[config.mk]
export PLATFORM = sky130hd
export DESIGN_NAME = energy_voice_activity_detector
export DESIGN_NICKNAME = d
export VERILOG_FILES = /design/src/design/evad_pkg.sv /design/src/design/evad_cfg.sv /design/src/design/evad_ctrl.sv /design/src/design/evad_datapath.sv /design/src/design/energy_voice_activity_detector.sv
export SDC_FILE = /design/constraint.sdc
export NUM_CORES = 2
export LEC_CHECK = 0
export ABC_CLOCK_PERIOD_IN_PS = 16000
export BUFFER_PORTS_ARGS = -buffer_cell sky130_fd_sc_hd__buf_2
export CORE_MARGIN = 2
export CORE_UTILIZATION = 35
export CTS_CLUSTER_SIZE = 25
export DETAILED_ROUTE_END_ITERATION = 16
export SLEW_MARGIN = 20
export SYNTH_ARGS = -nofsm -noshare
export SYNTH_HDL_FRONTEND = slang
export SYNTH_SLANG_ARGS = --single-unit
[constraint.sdc]
create_clock -name aclk -period 16 [get_ports aclk]
set_clock_uncertainty 0.15 [all_clocks]
set_input_delay 2.4 -clock aclk [delete_from_list [all_inputs] [get_ports aclk]]
set_output_delay 2.4 -clock aclk [all_outputs]
set_load 0.02 [all_outputs]
[src/design/evad_pkg.sv]
package evad_pkg;

    // Q15.8 saturation point (32768.0)
    localparam logic [23:0] Q8_SAT = 24'h800000;
    // Largest possible frame RMS
    localparam logic [15:0] RMS_MAX = 16'h8000;

    // Register reset values
    localparam logic [15:0] ABS_THR_RST     = 16'd500;
    localparam logic [11:0] NOISE_MULT_RST  = 12'd768;
    localparam logic [15:0] EMA_ALPHA_RST   = 16'd3277;
    localparam logic [7:0]  HANG_FRAMES_RST = 8'd15;
    // Noise floor after reset: absolute threshold reset value in Q15.8
    localparam logic [23:0] NF_RST          = 24'd128000;

    // Register indexes (byte address / 4)
    localparam logic [1:0] REG_ABS_THR     = 2'd0;
    localparam logic [1:0] REG_NOISE_MULT  = 2'd1;
    localparam logic [1:0] REG_EMA_ALPHA   = 2'd2;
    localparam logic [1:0] REG_HANG_FRAMES = 2'd3;

    // Shared multiplier operand selection
    localparam logic [1:0] MUL_NF_GAIN   = 2'd0;
    localparam logic [1:0] MUL_NF_KEEP   = 2'd1;
    localparam logic [1:0] MUL_RMS_ALPHA = 2'd2;

    // Square root iterations (two radicand bits per step, 32-bit radicand)
    localparam int SQRT_STEPS = 16;

    // Result tdata width: 67 bits of fields rounded up to whole bytes
    localparam int OUT_W = 72;

    typedef struct packed {
        logic [15:0] abs_thr;
        logic [11:0] noise_mult;
        logic [15:0] ema_alpha;
        logic [7:0]  hang_frames;
    } evad_cfg_t;

    typedef struct packed {
        logic       acc;        // sample transfer
        logic       frame_end;  // transfer closes the frame, load divider
        logic       div_step;
        logic       sqrt_load;
        logic       sqrt_step;
        logic       mul_en;
        logic [1:0] mul_sel;
        logic       decide;     // update detector state and load result
    } evad_cmd_t;

    function automatic logic [23:0] sat_q8(input logic [40:0] v);
        logic [23:0] r;
        if (v > 41'(Q8_SAT)) begin
            r = Q8_SAT;
        end else begin
            r = v[23:0];
        end
        return r;
    endfunction

endpackage

[src/design/evad_cfg.sv]
module evad_cfg (
    input  logic                  aclk,
    input  logic                  aresetn,
    input  logic                  psel,
    input  logic                  penable,
    input  logic                  pwrite,
    input  logic [3:0]            paddr,
    input  logic [31:0]           pwdata,
    output logic [31:0]           prdata,
    output logic                  pready,
    output evad_pkg::evad_cfg_t   cfg
);
    import evad_pkg::*;

    evad_cfg_t cfg_reg;
    logic      wr_en;

    assign pready = 1'b1;
    assign wr_en  = psel && penable && pwrite;
    assign cfg    = cfg_reg;

    // Write registers on the access cycle
    always_ff @(posedge aclk) begin
        if (!aresetn) begin
            cfg_reg.abs_thr     <= ABS_THR_RST;
            cfg_reg.noise_mult  <= NOISE_MULT_RST;
            cfg_reg.ema_alpha   <= EMA_ALPHA_RST;
            cfg_reg.hang_frames <= HANG_FRAMES_RST;
        end else if (wr_en) begin
            case (paddr[3:2])
                REG_ABS_THR:     cfg_reg.abs_thr     <= pwdata[15:0];
                REG_NOISE_MULT:  cfg_reg.noise_mult  <= pwdata[11:0];
                REG_EMA_ALPHA:   cfg_reg.ema_alpha   <= pwdata[15:0];
                REG_HANG_FRAMES: cfg_reg.hang_frames <= pwdata[7:0];
                default: ;
            endcase
        end
    end

    // Read back
    always_comb begin
        case (paddr[3:2])
            REG_ABS_THR:     prdata = {16'd0, cfg_reg.abs_thr};
            REG_NOISE_MULT:  prdata = {20'd0, cfg_reg.noise_mult};
            REG_EMA_ALPHA:   prdata = {16'd0, cfg_reg.ema_alpha};
            REG_HANG_FRAMES: prdata = {24'd0, cfg_reg.hang_frames};
            default:         prdata = 32'd0;
        endcase
    end

endmodule

[src/design/evad_ctrl.sv]
module evad_ctrl #(
    parameter int MAX_FRAME = 1024
) (
    input  logic                  aclk,
    input  logic                  aresetn,
    input  logic                  s_axis_tvalid,
    input  logic                  s_axis_tlast,
    output logic                  s_axis_tready,
    output logic                  m_axis_tvalid,
    input  logic                  m_axis_tready,
    output evad_pkg::evad_cmd_t   cmd
);
    import evad_pkg::*;

    localparam int CNT_W  = $clog2(MAX_FRAME + 1);
    localparam int SUM_W  = 30 + CNT_W;
    localparam int STEP_W = $clog2(SUM_W);

    localparam logic [2:0] ST_ACC  = 3'd0;
    localparam logic [2:0] ST_DIV  = 3'd1;
    localparam logic [2:0] ST_SQL  = 3'd2;
    localparam logic [2:0] ST_SQRT = 3'd3;
    localparam logic [2:0] ST_MUL0 = 3'd4;
    localparam logic [2:0] ST_MUL1 = 3'd5;
    localparam logic [2:0] ST_MUL2 = 3'd6;
    localparam logic [2:0] ST_DEC  = 3'd7;

    logic [2:0]        state_reg, state_next;
    logic [STEP_W-1:0] step_reg, step_next;
    logic              out_valid_reg, out_valid_next;
    logic              accept;
    logic              out_free;

    assign s_axis_tready = (state_reg == ST_ACC);
    assign accept        = s_axis_tvalid && s_axis_tready;
    assign out_free      = !out_valid_reg || m_axis_tready;
    assign m_axis_tvalid = out_valid_reg;

    // Sequence one frame close: divide, square root, three products, decide
    always_comb begin
        state_next = state_reg;
        step_next  = step_reg;
        cmd        = '0;
        case (state_reg)
            ST_ACC: begin
                cmd.acc       = accept;
                cmd.frame_end = accept && s_axis_tlast;
                if (accept && s_axis_tlast) begin
                    state_next = ST_DIV;
                    step_next  = '0;
                end
            end
            ST_DIV: begin
                cmd.div_step = 1'b1;
                step_next    = step_reg + STEP_W'(1);
                if (step_reg == STEP_W'(SUM_W - 1)) begin
                    state_next = ST_SQL;
                end
            end
            ST_SQL: begin
                cmd.sqrt_load = 1'b1;
                step_next     = '0;
                state_next    = ST_SQRT;
            end
            ST_SQRT: begin
                cmd.sqrt_step = 1'b1;
                step_next     = step_reg + STEP_W'(1);
                if (step_reg == STEP_W'(SQRT_STEPS - 1)) begin
                    state_next = ST_MUL0;
                end
            end
            ST_MUL0: begin
                cmd.mul_en  = 1'b1;
                cmd.mul_sel = MUL_NF_GAIN;
                state_next  = ST_MUL1;
            end
            ST_MUL1: begin
                cmd.mul_en  = 1'b1;
                cmd.mul_sel = MUL_NF_KEEP;
                state_next  = ST_MUL2;
            end
            ST_MUL2: begin
                cmd.mul_en  = 1'b1;
                cmd.mul_sel = MUL_RMS_ALPHA;
                state_next  = ST_DEC;
            end
            ST_DEC: begin
                // Hold until the result register is free
                if (out_free) begin
                    cmd.decide = 1'b1;
                    state_next = ST_ACC;
                end
            end
            default: begin
                state_next = ST_ACC;
            end
        endcase
    end

    // Result valid flag
    always_comb begin
        out_valid_next = out_valid_reg;
        if (cmd.decide) begin
            out_valid_next = 1'b1;
        end else if (m_axis_tready) begin
            out_valid_next = 1'b0;
        end
    end

    always_ff @(posedge aclk) begin
        if (!aresetn) begin
            state_reg     <= ST_ACC;
            step_reg      <= '0;
            out_valid_reg <= 1'b0;
        end else begin
            state_reg     <= state_next;
            step_reg      <= step_next;
            out_valid_reg <= out_valid_next;
        end
    end

endmodule

[src/design/evad_datapath.sv]
module evad_datapath #(
    parameter int MAX_FRAME = 1024
) (
    input  logic                       aclk,
    input  logic                       aresetn,
    input  evad_pkg::evad_cmd_t        cmd,
    input  evad_pkg::evad_cfg_t        cfg,
    input  logic signed [15:0]         sample,
    output logic [evad_pkg::OUT_W-1:0] m_axis_tdata
);
    import evad_pkg::*;

    localparam int CNT_W = $clog2(MAX_FRAME + 1);
    localparam int SUM_W = 30 + CNT_W;

    // Frame accumulator
    logic [SUM_W-1:0]   sum_reg;
    logic [CNT_W-1:0]   cnt_reg;
    logic signed [31:0] sq_s;
    logic [30:0]        sq_u;
    logic               add_ok;
    logic [SUM_W-1:0]   sum_inc;
    logic [CNT_W-1:0]   cnt_inc;

    // Divider
    logic [SUM_W-1:0]   quo_reg;
    logic [CNT_W-1:0]   rem_reg;
    logic [CNT_W-1:0]   dvs_reg;
    logic [CNT_W:0]     drem_sh;
    logic [CNT_W:0]     drem_diff;
    logic               dge;

    // Square root
    logic [31:0]        rad_reg;
    logic [17:0]        srem_reg;
    logic [15:0]        root_reg;
    logic [19:0]        srem_sh;
    logic [19:0]        strial;
    logic [19:0]        sdiff;
    logic               sge;

    // Shared multiplier
    logic [23:0]        mul_a;
    logic [16:0]        mul_b;
    logic [40:0]        mul_p;
    logic [40:0]        gain_reg;
    logic [40:0]        keep_reg;
    logic [40:0]        rmsa_reg;

    // Detector state
    logic               speech_reg;
    logic [23:0]        nf_reg;
    logic [7:0]         hang_reg;

    // Decision terms
    logic [23:0]        q_rms;
    logic [23:0]        abs_q;
    logic [23:0]        mul_q;
    logic [23:0]        thr;
    logic [23:0]        ema_q;
    logic [40:0]        ema_sum;
    logic               loud;
    logic [7:0]         hang_dec;

    // Result payload
    logic               o_speech_reg;
    logic               o_started_reg;
    logic               o_ended_reg;
    logic [15:0]        o_rms_reg;
    logic [23:0]        o_nf_reg;
    logic [23:0]        o_thr_reg;

    // Accumulate squares, drop samples beyond the frame limit
    assign sq_s    = sample * sample;
    assign sq_u    = sq_s[30:0];
    assign add_ok  = cnt_reg < CNT_W'(MAX_FRAME);
    assign sum_inc = add_ok ? sum_reg + SUM_W'(sq_u) : sum_reg;
    assign cnt_inc = add_ok ? cnt_reg + CNT_W'(1) : cnt_reg;

    always_ff @(posedge aclk) begin
        if (!aresetn) begin
            sum_reg <= '0;
            cnt_reg <= '0;
        end else if (cmd.acc) begin
            if (cmd.frame_end) begin
                sum_reg <= '0;
                cnt_reg <= '0;
            end else begin
                sum_reg <= sum_inc;
                cnt_reg <= cnt_inc;
            end
        end
    end

    // Restoring divide of sum by count, one quotient bit per cycle
    assign drem_sh   = {rem_reg, quo_reg[SUM_W-1]};
    assign drem_diff = drem_sh - {1'b0, dvs_reg};
    assign dge       = drem_sh >= {1'b0, dvs_reg};

    always_ff @(posedge aclk) begin
        if (cmd.frame_end) begin
            quo_reg <= sum_inc;
            dvs_reg <= cnt_inc;
            rem_reg <= '0;
        end else if (cmd.div_step) begin
            quo_reg <= {quo_reg[SUM_W-2:0], dge};
            rem_reg <= dge ? drem_diff[CNT_W-1:0] : drem_sh[CNT_W-1:0];
        end
    end

    // Digit-by-digit square root, two radicand bits per cycle
    assign srem_sh = {srem_reg, rad_reg[31:30]};
    assign strial  = {2'b00, root_reg, 2'b01};
    assign sdiff   = srem_sh - strial;
    assign sge     = srem_sh >= strial;

    always_ff @(posedge aclk) begin
        if (cmd.sqrt_load) begin
            // Zero count cannot close a frame; guard the mean anyway
            rad_reg  <= (dvs_reg == '0) ? 32'd0 : 32'(quo_reg);
            srem_reg <= '0;
            root_reg <= '0;
        end else if (cmd.sqrt_step) begin
            rad_reg  <= {rad_reg[29:0], 2'b00};
            srem_reg <= sge ? sdiff[17:0] : srem_sh[17:0];
            root_reg <= {root_reg[14:0], sge};
        end
    end

    assign q_rms = {root_reg, 8'd0};

    // One multiplier, three products on successive cycles
    always_comb begin
        case (cmd.mul_sel)
            MUL_NF_GAIN: begin
                mul_a = nf_reg;
                mul_b = {5'd0, cfg.noise_mult};
            end
            MUL_NF_KEEP: begin
                mul_a = nf_reg;
                mul_b = 17'h10000 - {1'b0, cfg.ema_alpha};
            end
            MUL_RMS_ALPHA: begin
                mul_a = q_rms;
                mul_b = {1'b0, cfg.ema_alpha};
            end
            default: begin
                mul_a = '0;
                mul_b = '0;
            end
        endcase
    end

    assign mul_p = 41'(mul_a) * 41'(mul_b);

    always_ff @(posedge aclk) begin
        if (cmd.mul_en) begin
            case (cmd.mul_sel)
                MUL_NF_GAIN:   gain_reg <= mul_p;
                MUL_NF_KEEP:   keep_reg <= mul_p;
                MUL_RMS_ALPHA: rmsa_reg <= mul_p;
                default: ;
            endcase
        end
    end

    // Threshold, loudness and smoothed floor
    assign abs_q    = sat_q8(41'({cfg.abs_thr, 8'd0}));
    assign mul_q    = sat_q8(gain_reg >> 8);
    assign thr      = (abs_q > mul_q) ? abs_q : mul_q;
    assign loud     = q_rms > thr;
    assign ema_sum  = keep_reg + rmsa_reg;
    assign ema_q    = sat_q8(ema_sum >> 16);
    assign hang_dec = (hang_reg == 8'd0) ? 8'd0 : hang_reg - 8'd1;

    // Silence/speech update and result load
    always_ff @(posedge aclk) begin
        if (!aresetn) begin
            speech_reg <= 1'b0;
            nf_reg     <= NF_RST;
            hang_reg   <= 8'd0;
        end else if (cmd.decide) begin
            if (!speech_reg) begin
                nf_reg <= ema_q;
                if (loud) begin
                    speech_reg <= 1'b1;
                    hang_reg   <= cfg.hang_frames;
                end
            end else if (loud) begin
                hang_reg <= cfg.hang_frames;
            end else begin
                hang_reg <= hang_dec;
                if (hang_dec == 8'd0) begin
                    speech_reg <= 1'b0;
                    nf_reg     <= q_rms;
                end
            end
        end
    end

    always_ff @(posedge aclk) begin
        if (cmd.decide) begin
            o_speech_reg  <= speech_reg ? !(!loud && hang_dec == 8'd0) : loud;
            o_started_reg <= !speech_reg && loud;
            o_ended_reg   <= speech_reg && !loud && hang_dec == 8'd0;
            o_rms_reg     <= root_reg;
            o_nf_reg      <= nf_reg;
            o_thr_reg     <= thr;
        end
    end

    assign m_axis_tdata = {5'd0, o_thr_reg, o_nf_reg, o_rms_reg,
                           o_ended_reg, o_started_reg, o_speech_reg};

endmodule

[src/design/energy_voice_activity_detector.sv]
// Energy voice activity detector.
// Input stream: one signed 16-bit PCM sample per transfer on s_axis_tdata,
// s_axis_tlast marks the sample that closes a frame. Samples beyond
// MAX_FRAME in one frame are dropped, the closing mark still counts.
// Result stream: one transfer per closed frame on m_axis_tdata carrying the
// speech state, start/end events, frame RMS, noise floor and threshold.
// Configuration: APB registers at 0x0 absolute threshold, 0x4 noise
// multiplier (Q4.8), 0x8 EMA alpha (Q0.16), 0xC hang frames; write only
// while the block is idle.
// Sequencing: samples that do not close a frame are accepted back to back. A
// closing sample starts the frame-end sequence: the serial divider forms
// one quotient bit per step, a load step prepares the square root, which
// then forms one root bit per step, the shared multiplier forms three
// products, and a decision step loads the result once the result register
// is free. No sample is taken during that sequence.
// A result held by a stalled receiver does not block accumulation of the
// next frame; the next frame's decision waits until the result is taken.
// Reset (aresetn low, synchronous) restores register defaults, silence,
// a noise floor of 500.0 and empty accumulators, and drops a pending result.
module energy_voice_activity_detector #(
    parameter int MAX_FRAME = 1024
) (
    input  logic                       aclk,
    input  logic                       aresetn,
    // tdata: [15:0] sample
    input  logic [15:0]                s_axis_tdata,
    input  logic                       s_axis_tlast,
    input  logic                       s_axis_tvalid,
    output logic                       s_axis_tready,
    // tdata: [0] speech, [1] start_event, [2] end_event,
    //        [18:3] rms, [42:19] noise_floor_out, [66:43] threshold_out
    output logic [evad_pkg::OUT_W-1:0] m_axis_tdata,
    output logic                       m_axis_tvalid,
    input  logic                       m_axis_tready,
    input  logic                       psel,
    input  logic                       penable,
    input  logic                       pwrite,
    input  logic [3:0]                 paddr,
    input  logic [31:0]                pwdata,
    output logic [31:0]                prdata,
    output logic                       pready
);
    import evad_pkg::*;

    evad_cfg_t cfg;
    evad_cmd_t cmd;

    evad_cfg u_cfg (
        .aclk    (aclk),
        .aresetn (aresetn),
        .psel    (psel),
        .penable (penable),
        .pwrite  (pwrite),
        .paddr   (paddr),
        .pwdata  (pwdata),
        .prdata  (prdata),
        .pready  (pready),
        .cfg     (cfg)
    );

    evad_ctrl #(
        .MAX_FRAME (MAX_FRAME)
    ) u_ctrl (
        .aclk          (aclk),
        .aresetn       (aresetn),
        .s_axis_tvalid (s_axis_tvalid),
        .s_axis_tlast  (s_axis_tlast),
        .s_axis_tready (s_axis_tready),
        .m_axis_tvalid (m_axis_tvalid),
        .m_axis_tready (m_axis_tready),
        .cmd           (cmd)
    );

    evad_datapath #(
        .MAX_FRAME (MAX_FRAME)
    ) u_dp (
        .aclk         (aclk),
        .aresetn      (aresetn),
        .cmd          (cmd),
        .cfg          (cfg),
        .sample       (s_axis_tdata),
        .m_axis_tdata (m_axis_tdata)
    );

endmodule

# After elaboration in Yosys (flattened, before gate mapping)

Index checks and enable logic that the tools add are counted.

Logic and storage cells: 148
Input bits: 60
Register bits: 466

Equal/unequal tests: 20
Multiply operators: 2
Muxes and demuxes: 46
Magnitude comparators: 8
Reduce and logical (&&, ||, !) cells: 37
$add $sub $neg: 8

Operator list:

| kind                                                             | count |
|---|---|
| two-way mux 24 bit                                               | 7 |
| two-way mux 41 bit                                               | 4 |
| one-hot mux 32 bit (4 select lines)                              | 1 |
| two-way mux 32 bit                                               | 3 |
| one-hot mux 17 bit (3 select lines)                              | 1 |
| greater-than comparator 24 bit                                   | 2 |
| one-hot mux 24 bit (2 select lines)                              | 1 |
| adder 41 x 31 -> 41 bit                                          | 1 |
| adder 41 bit                                                     | 1 |
| multiplier 24 x 17 -> 41 bit                                     | 1 |
| greater-than comparator 33 x 24 -> 1 bit (second input constant) | 1 |
| two-way mux 11 bit                                               | 3 |
| two-way mux 8 bit                                                | 4 |
| multiplier 16 x 16 -> 31 bit                                     | 1 |
| greater-than comparator 25 x 24 -> 1 bit (second input constant) | 1 |
| greater-than comparator 24 bit (second input constant)           | 1 |
| one-hot mux 3 bit (8 select lines)                               | 1 |
| >= comparator 20 x 18 -> 1 bit                                   | 1 |
| two-way mux 18 bit                                               | 1 |
| one-hot mux 6 bit (3 select lines)                               | 1 |
| AND reduction 2 bit                                              | 9 |
| subtractor 18 bit                                                | 1 |
| subtractor 17 x 16 -> 17 bit (first input constant)              | 1 |
| logical NOT 8 bit                                                | 2 |
| 31 further kinds                                                 | 71 |

# Depth between registers and ports, before layout

Word-level depth: 9
Gate-level depth with buffers: 36

# By module

Synthesis repeated with hierarchy kept, for this count alone.

Cells, all modules: 5101
Area total of the unflattened synthesis: 46915.0 um2

By module, submodules not included:

| module        | instances | area an instance (um2) | cells each |
|---|---|---|---|
| evad_datapath | 1         | 43646.9                | 4749 |
| evad_cfg      | 1         | 2551.2                 | 268 |
| evad_ctrl     | 1         | 716.9                  | 84 |

# Least setup slack after synthesis

OpenSTA, ideal clock, no wires.

Kind: in2reg
Start: input port s_axis_tdata[5]
End: register u_dp.sum_reg[35]
Stages: 32
Path slack: 5.795 ns
Setup time: 0.074 ns
Data required time: 15.776 ns
Arrival: 9.980 ns
Cells stage by stage: clkbuf_1 clkbuf_1 nand2_1 fa_1 fa_1 fa_1 inv_1 fa_1 fa_1 inv_1 fa_1 inv_1 ha_1 and4_1 a21oi_1 o21ai_0 nor3_1 a21oi_1 a211o_1 a31oi_1 o21ai_0 a2111oi_0 nor3_1 xor2_1 ha_1 a21oi_1 nand2_1 a311oi_1 a211oi_2 nand3_1 or3_1 a31oi_1

Longest elaborated chain between the ends: 4

RTL lines:

| item                         | line                                 | text |
|---|---|---|
| start: declaration           | energy_voice_activity_detector.sv:26 | `input logic [15:0] s_axis_tdata,` |
| multiplier 16 x 16 -> 31 bit | evad_datapath.sv:74                  | `assign sq_s = sample * sample;` |
| adder 41 x 31 -> 41 bit      | evad_datapath.sv:77                  | `assign sum_inc = add_ok ? sum_reg + SUM_W'(sq_u) : sum_reg;` |
| two-way mux 41 bit           | evad_datapath.sv:77                  |  |
| two-way mux 41 bit           | evad_datapath.sv:85                  | `if (cmd.frame_end) begin` |
| end signal: assignment       | evad_datapath.sv:89                  | `sum_reg <= sum_inc;` |
| end: declaration             | evad_datapath.sv:17                  | `logic [SUM_W-1:0] sum_reg;` |

Every way passes these cells.
A chain may end at the register's enable or synchronous reset.

# Final worst setup path

Same ends and word-level chain as after synthesis.

==> flow_summary.yaml <==
synth:
  avgSynthCellArea_um2: 9.053
  synth_ff_type: "edfxtp_1"
  ys_async_sr_fraction: 0
  synth_cell_types: 93
  ys_seq_elements: 458
  synthCells: 5135
  yosys.area.top_type_share: 0.2394
  synth_area_leaders: "fa_1 (24%), edfxtp_1 (17%), ha_1 (9.4%)"
  synth_edf_count: 266
  ys_seq_area_frac: 0.2545
  yosysMostFrequentCell: "inv_1"
  netlist_area_mm2: 0.04649
  ys_warn_count: 0
  synth_common_cells: "inv_1 (843), nand2_1 (726), fa_1 (556), ha_1 (348), nor2_1 (323)"
  synth_top_cell_by_area: "fa_1"
place:
  place_congestion: 0.9144
  dpl.hpwl_mm: 101.6
  portBuffers: 126
clock_network:
  clkTransAtPathRegs_ns: 0.06
  htreeDepth: 2
  cts_tree: "done"
  clock_sinks: 458
  clock_path_buffers: 3
  postCtsResizedCells: 0
  cts_root_buffer: "clkbuf_16"
  post_cts_buffers: 0
  cts_buffers: 51
  clk_latency_ns: 0.64
  cts_hold_buffers: 0
die:
  io_pins: 167
  die-area_mm2: 0.1358
  start_util: 0.3532
  fp-row-count: 133
  die_width_um: 368.4
  fp.coreArea_mm2: 0.1316
  die_h_um: 368.4
detailed_routing:
  drt-pass1-iter-count: 6
  vias: 36070
  drc: 0
  via_per_inst: 5.176
  wl_mm: 130.0
  wire_per_inst_um: 18.65
  drtAntennaViolNets: 0
  drt_iter0_markers: 2585
power_and_ir_drop:
  p_int_uw: 5439
  power_frac_seq: 0.151
  p_leak_uw: 0.02257
  p_sw_frac: 0.4849
  power.density_cell_area_mw_per_mm2: 207.8
  comb_power_share: 0.732
  ir_drop_v: 0.0003393
  p_switching_uw: 5120
  p_clk_frac: 0.116
sta:
  setup_viol: 0
  slew_violations: 0
  maxSlewHeadroom: 0.2914
  finalHoldViolCount: 0
  grt_setup_unrepaired: "false"
  fmaxAchievable_mhz: 93.21
  hold_slack_ns: 0.3313
  fin_crit_ns: 10.73
  fin_setup_tns_ns: 0
  worst_pin_slew_ns: 1.060
  fin_crit_sh: 0.6705
hold_path:
  min_delay_worst_endpoint: "u_cfg.cfg[26]"
  hp-class: "flip-flop to flip-flop"
  worstHoldPathCells: 2
  min_from: "u_cfg.cfg[26]"
worst_setup_path:
  critPathLaunchType: "input pin"
  r2r_slack_ns: 6.06
  reg2reg_depth: 28
  worstSetupEndpointType: "flip-flop"
  critPathTopFamily: "adder cells"
  worst_r2r_endpoint: "u_dp.gain_reg[32]"
  path_buf_inv: 7
  cpPeakStageDelay_ns: 0.60
  arrival_ns: 11.14
  cp_max_fo: 18
  critPathKind: "input pin to flip-flop"
  crit_required_ns: 16.41
  slowest_stage: "a211oi_2"
  r2r_start: "u_ctrl.state_reg[1]"
finish:
  layout.nets: 6128
  n_fill_cell: 13180
  area_growth_pct: 9.305
  drive_above_1_share: 0.06971
  largest_reg_flops: 52
global_routing:
  grt_max_degree: 84
  antenna_found_initial: 18
  first_global_vias: 35870
  grt_pass1_wl_mm: 204.9
  gr-usage-all-layers: 0.1913
  grt-ovfl-total: 0
run_status:
  status: "finished, final reports clean"
run:
  cap_violations: 0
==> worst reg2reg max path, delay by kind of cell (launching register included) <==
family | cells | cell delay [ns]
adders and majority gates | 8 | 3.49
DFF | 1 | 0.33
buffers and inverters | 7 | 1.18
and+or+nand+nor | 7 | 2.19
AOI/OAI and AO/OA | 5 | 2.07
xor gates and xnor gates | 1 | 0.25
==> final cells by class <==
cell class              instances  area (um^2)  share of cell area
clock inverters                28        371.6            0.007313
diodes                          7        17.52           0.0003447
clock buffers                  68         1391             0.02738
repair buffers                191         1116             0.02196
well taps                    1755         2196             0.04321
inverters                     845         3173             0.06245
multi-input cells            3617        30710              0.6045
flip-flops and latches        458        11830              0.2329
==> power groups by stage <==
stage / sequential [uW] / combinational (uW) / clock (uW)
2_1_floorplan: 1570 / 6200 / 0
3_3_place_gp: 1620 / 7670 / 0
3_5_place_dp: 1620 / 7740 / 0
4_1_cts: 1590 / 7800 / 1250
5_1_grt: 1610 / 8840 / 1300
6_report: 1600 / 7730 / 1230
==> cell families after synthesis <==
| kind of cell | Yosys count | synth area share |
|---|---|---|
| other | 2 | 0.0001616 |
| and+or+nand+nor | 1580 | 0.1531 |
| xor gates and xnor gates | 167 | 0.03146 |
| muxes | 41 | 0.01104 |
| adders and majority gates | 904 | 0.3331 |
| DFF | 458 | 0.2545 |
| AOI/OAI and AO/OA | 903 | 0.1271 |
| buffers and inverters | 1080 | 0.08947 |
==> layer usage <==
metal / vias up / GRT usage / part of all wire
li1: 16920 / - / -
met2: 1033 / 0.3213 / 0.47
met3: 198 / 0.03028 / 0.067
met5: - / 0 / 0.00075
met1: 17910 / 0.2561 / 0.44
met4: 14 / 0.04953 / 0.026
==> cells in the final DEF, fill, tap and decap left out, types with 34 or more instances in the layout <==
cell type | synthesis | final
buf_2 | 9 | 127
a31oi_1 | 44 | 42
clkbuf_16 | 0 | 52
nand2_1 | 726 | 724
a22o_1 | 47 | 47
xnor2_1 | 111 | 111
a21o_1 | 67 | 66
inv_1 | 843 | 839
edfxtp_1 | 266 | 266
o21ai_0 | 204 | 200
nand3_1 | 103 | 103
fa_1 | 556 | 556
ha_1 | 348 | 348
and2_1 | 102 | 101
nor2b_1 | 53 | 52
nor2_1 | 323 | 323
and3_1 | 39 | 39
o21a_1 | 34 | 34
xor2_1 | 56 | 56
a21oi_1 | 223 | 222
buf_4 | 25 | 64
nor3_1 | 76 | 74
a22oi_1 | 36 | 36
nand2b_1 | 36 | 36
dfxtp_1 | 192 | 191
==> worst max path at each step <==
stage	start	endpoint	slack (ns)	depth (start not counted)
finish	s_axis_tdata[5]	u_dp.sum_reg[35]	5.27	34
global route	s_axis_tdata[9]	u_dp.sum_reg[35]	4.63	34
CTS	s_axis_tdata[5]	u_dp.sum_reg[35]	5.24	34
detailed placement	s_axis_tdata[5]	u_dp.sum_reg[35]	4.59	34
global placement	s_axis_tdata[5]	u_dp.sum_reg[35]	4.61	34
floorplan	s_axis_tdata[5]	u_dp.sum_reg[35]	5.80	32
==> through the flow <==
| stage | utilization | instance area (um^2) | power (uW) | setup slack, ns | cells |
|---|---|---|---|---|---|
| global placement | 0.3723 | 49010 | 9287 | 4.609 | 6864 |
| global route | 0.3859 | 50800 | 11750 | 4.631 | 6965 |
| floorplan | - | 46560 | 7765 | 5.795 | 5155 |
| finish | 0.3860 | 50810 | 10560 | 5.272 | 6969 |
| detailed placement | 0.3724 | 49020 | 9361 | 4.586 | 6866 |
| CTS | 0.3858 | 50790 | 10650 | 5.240 | 6962 |
(Power assumes the default switching activity.)
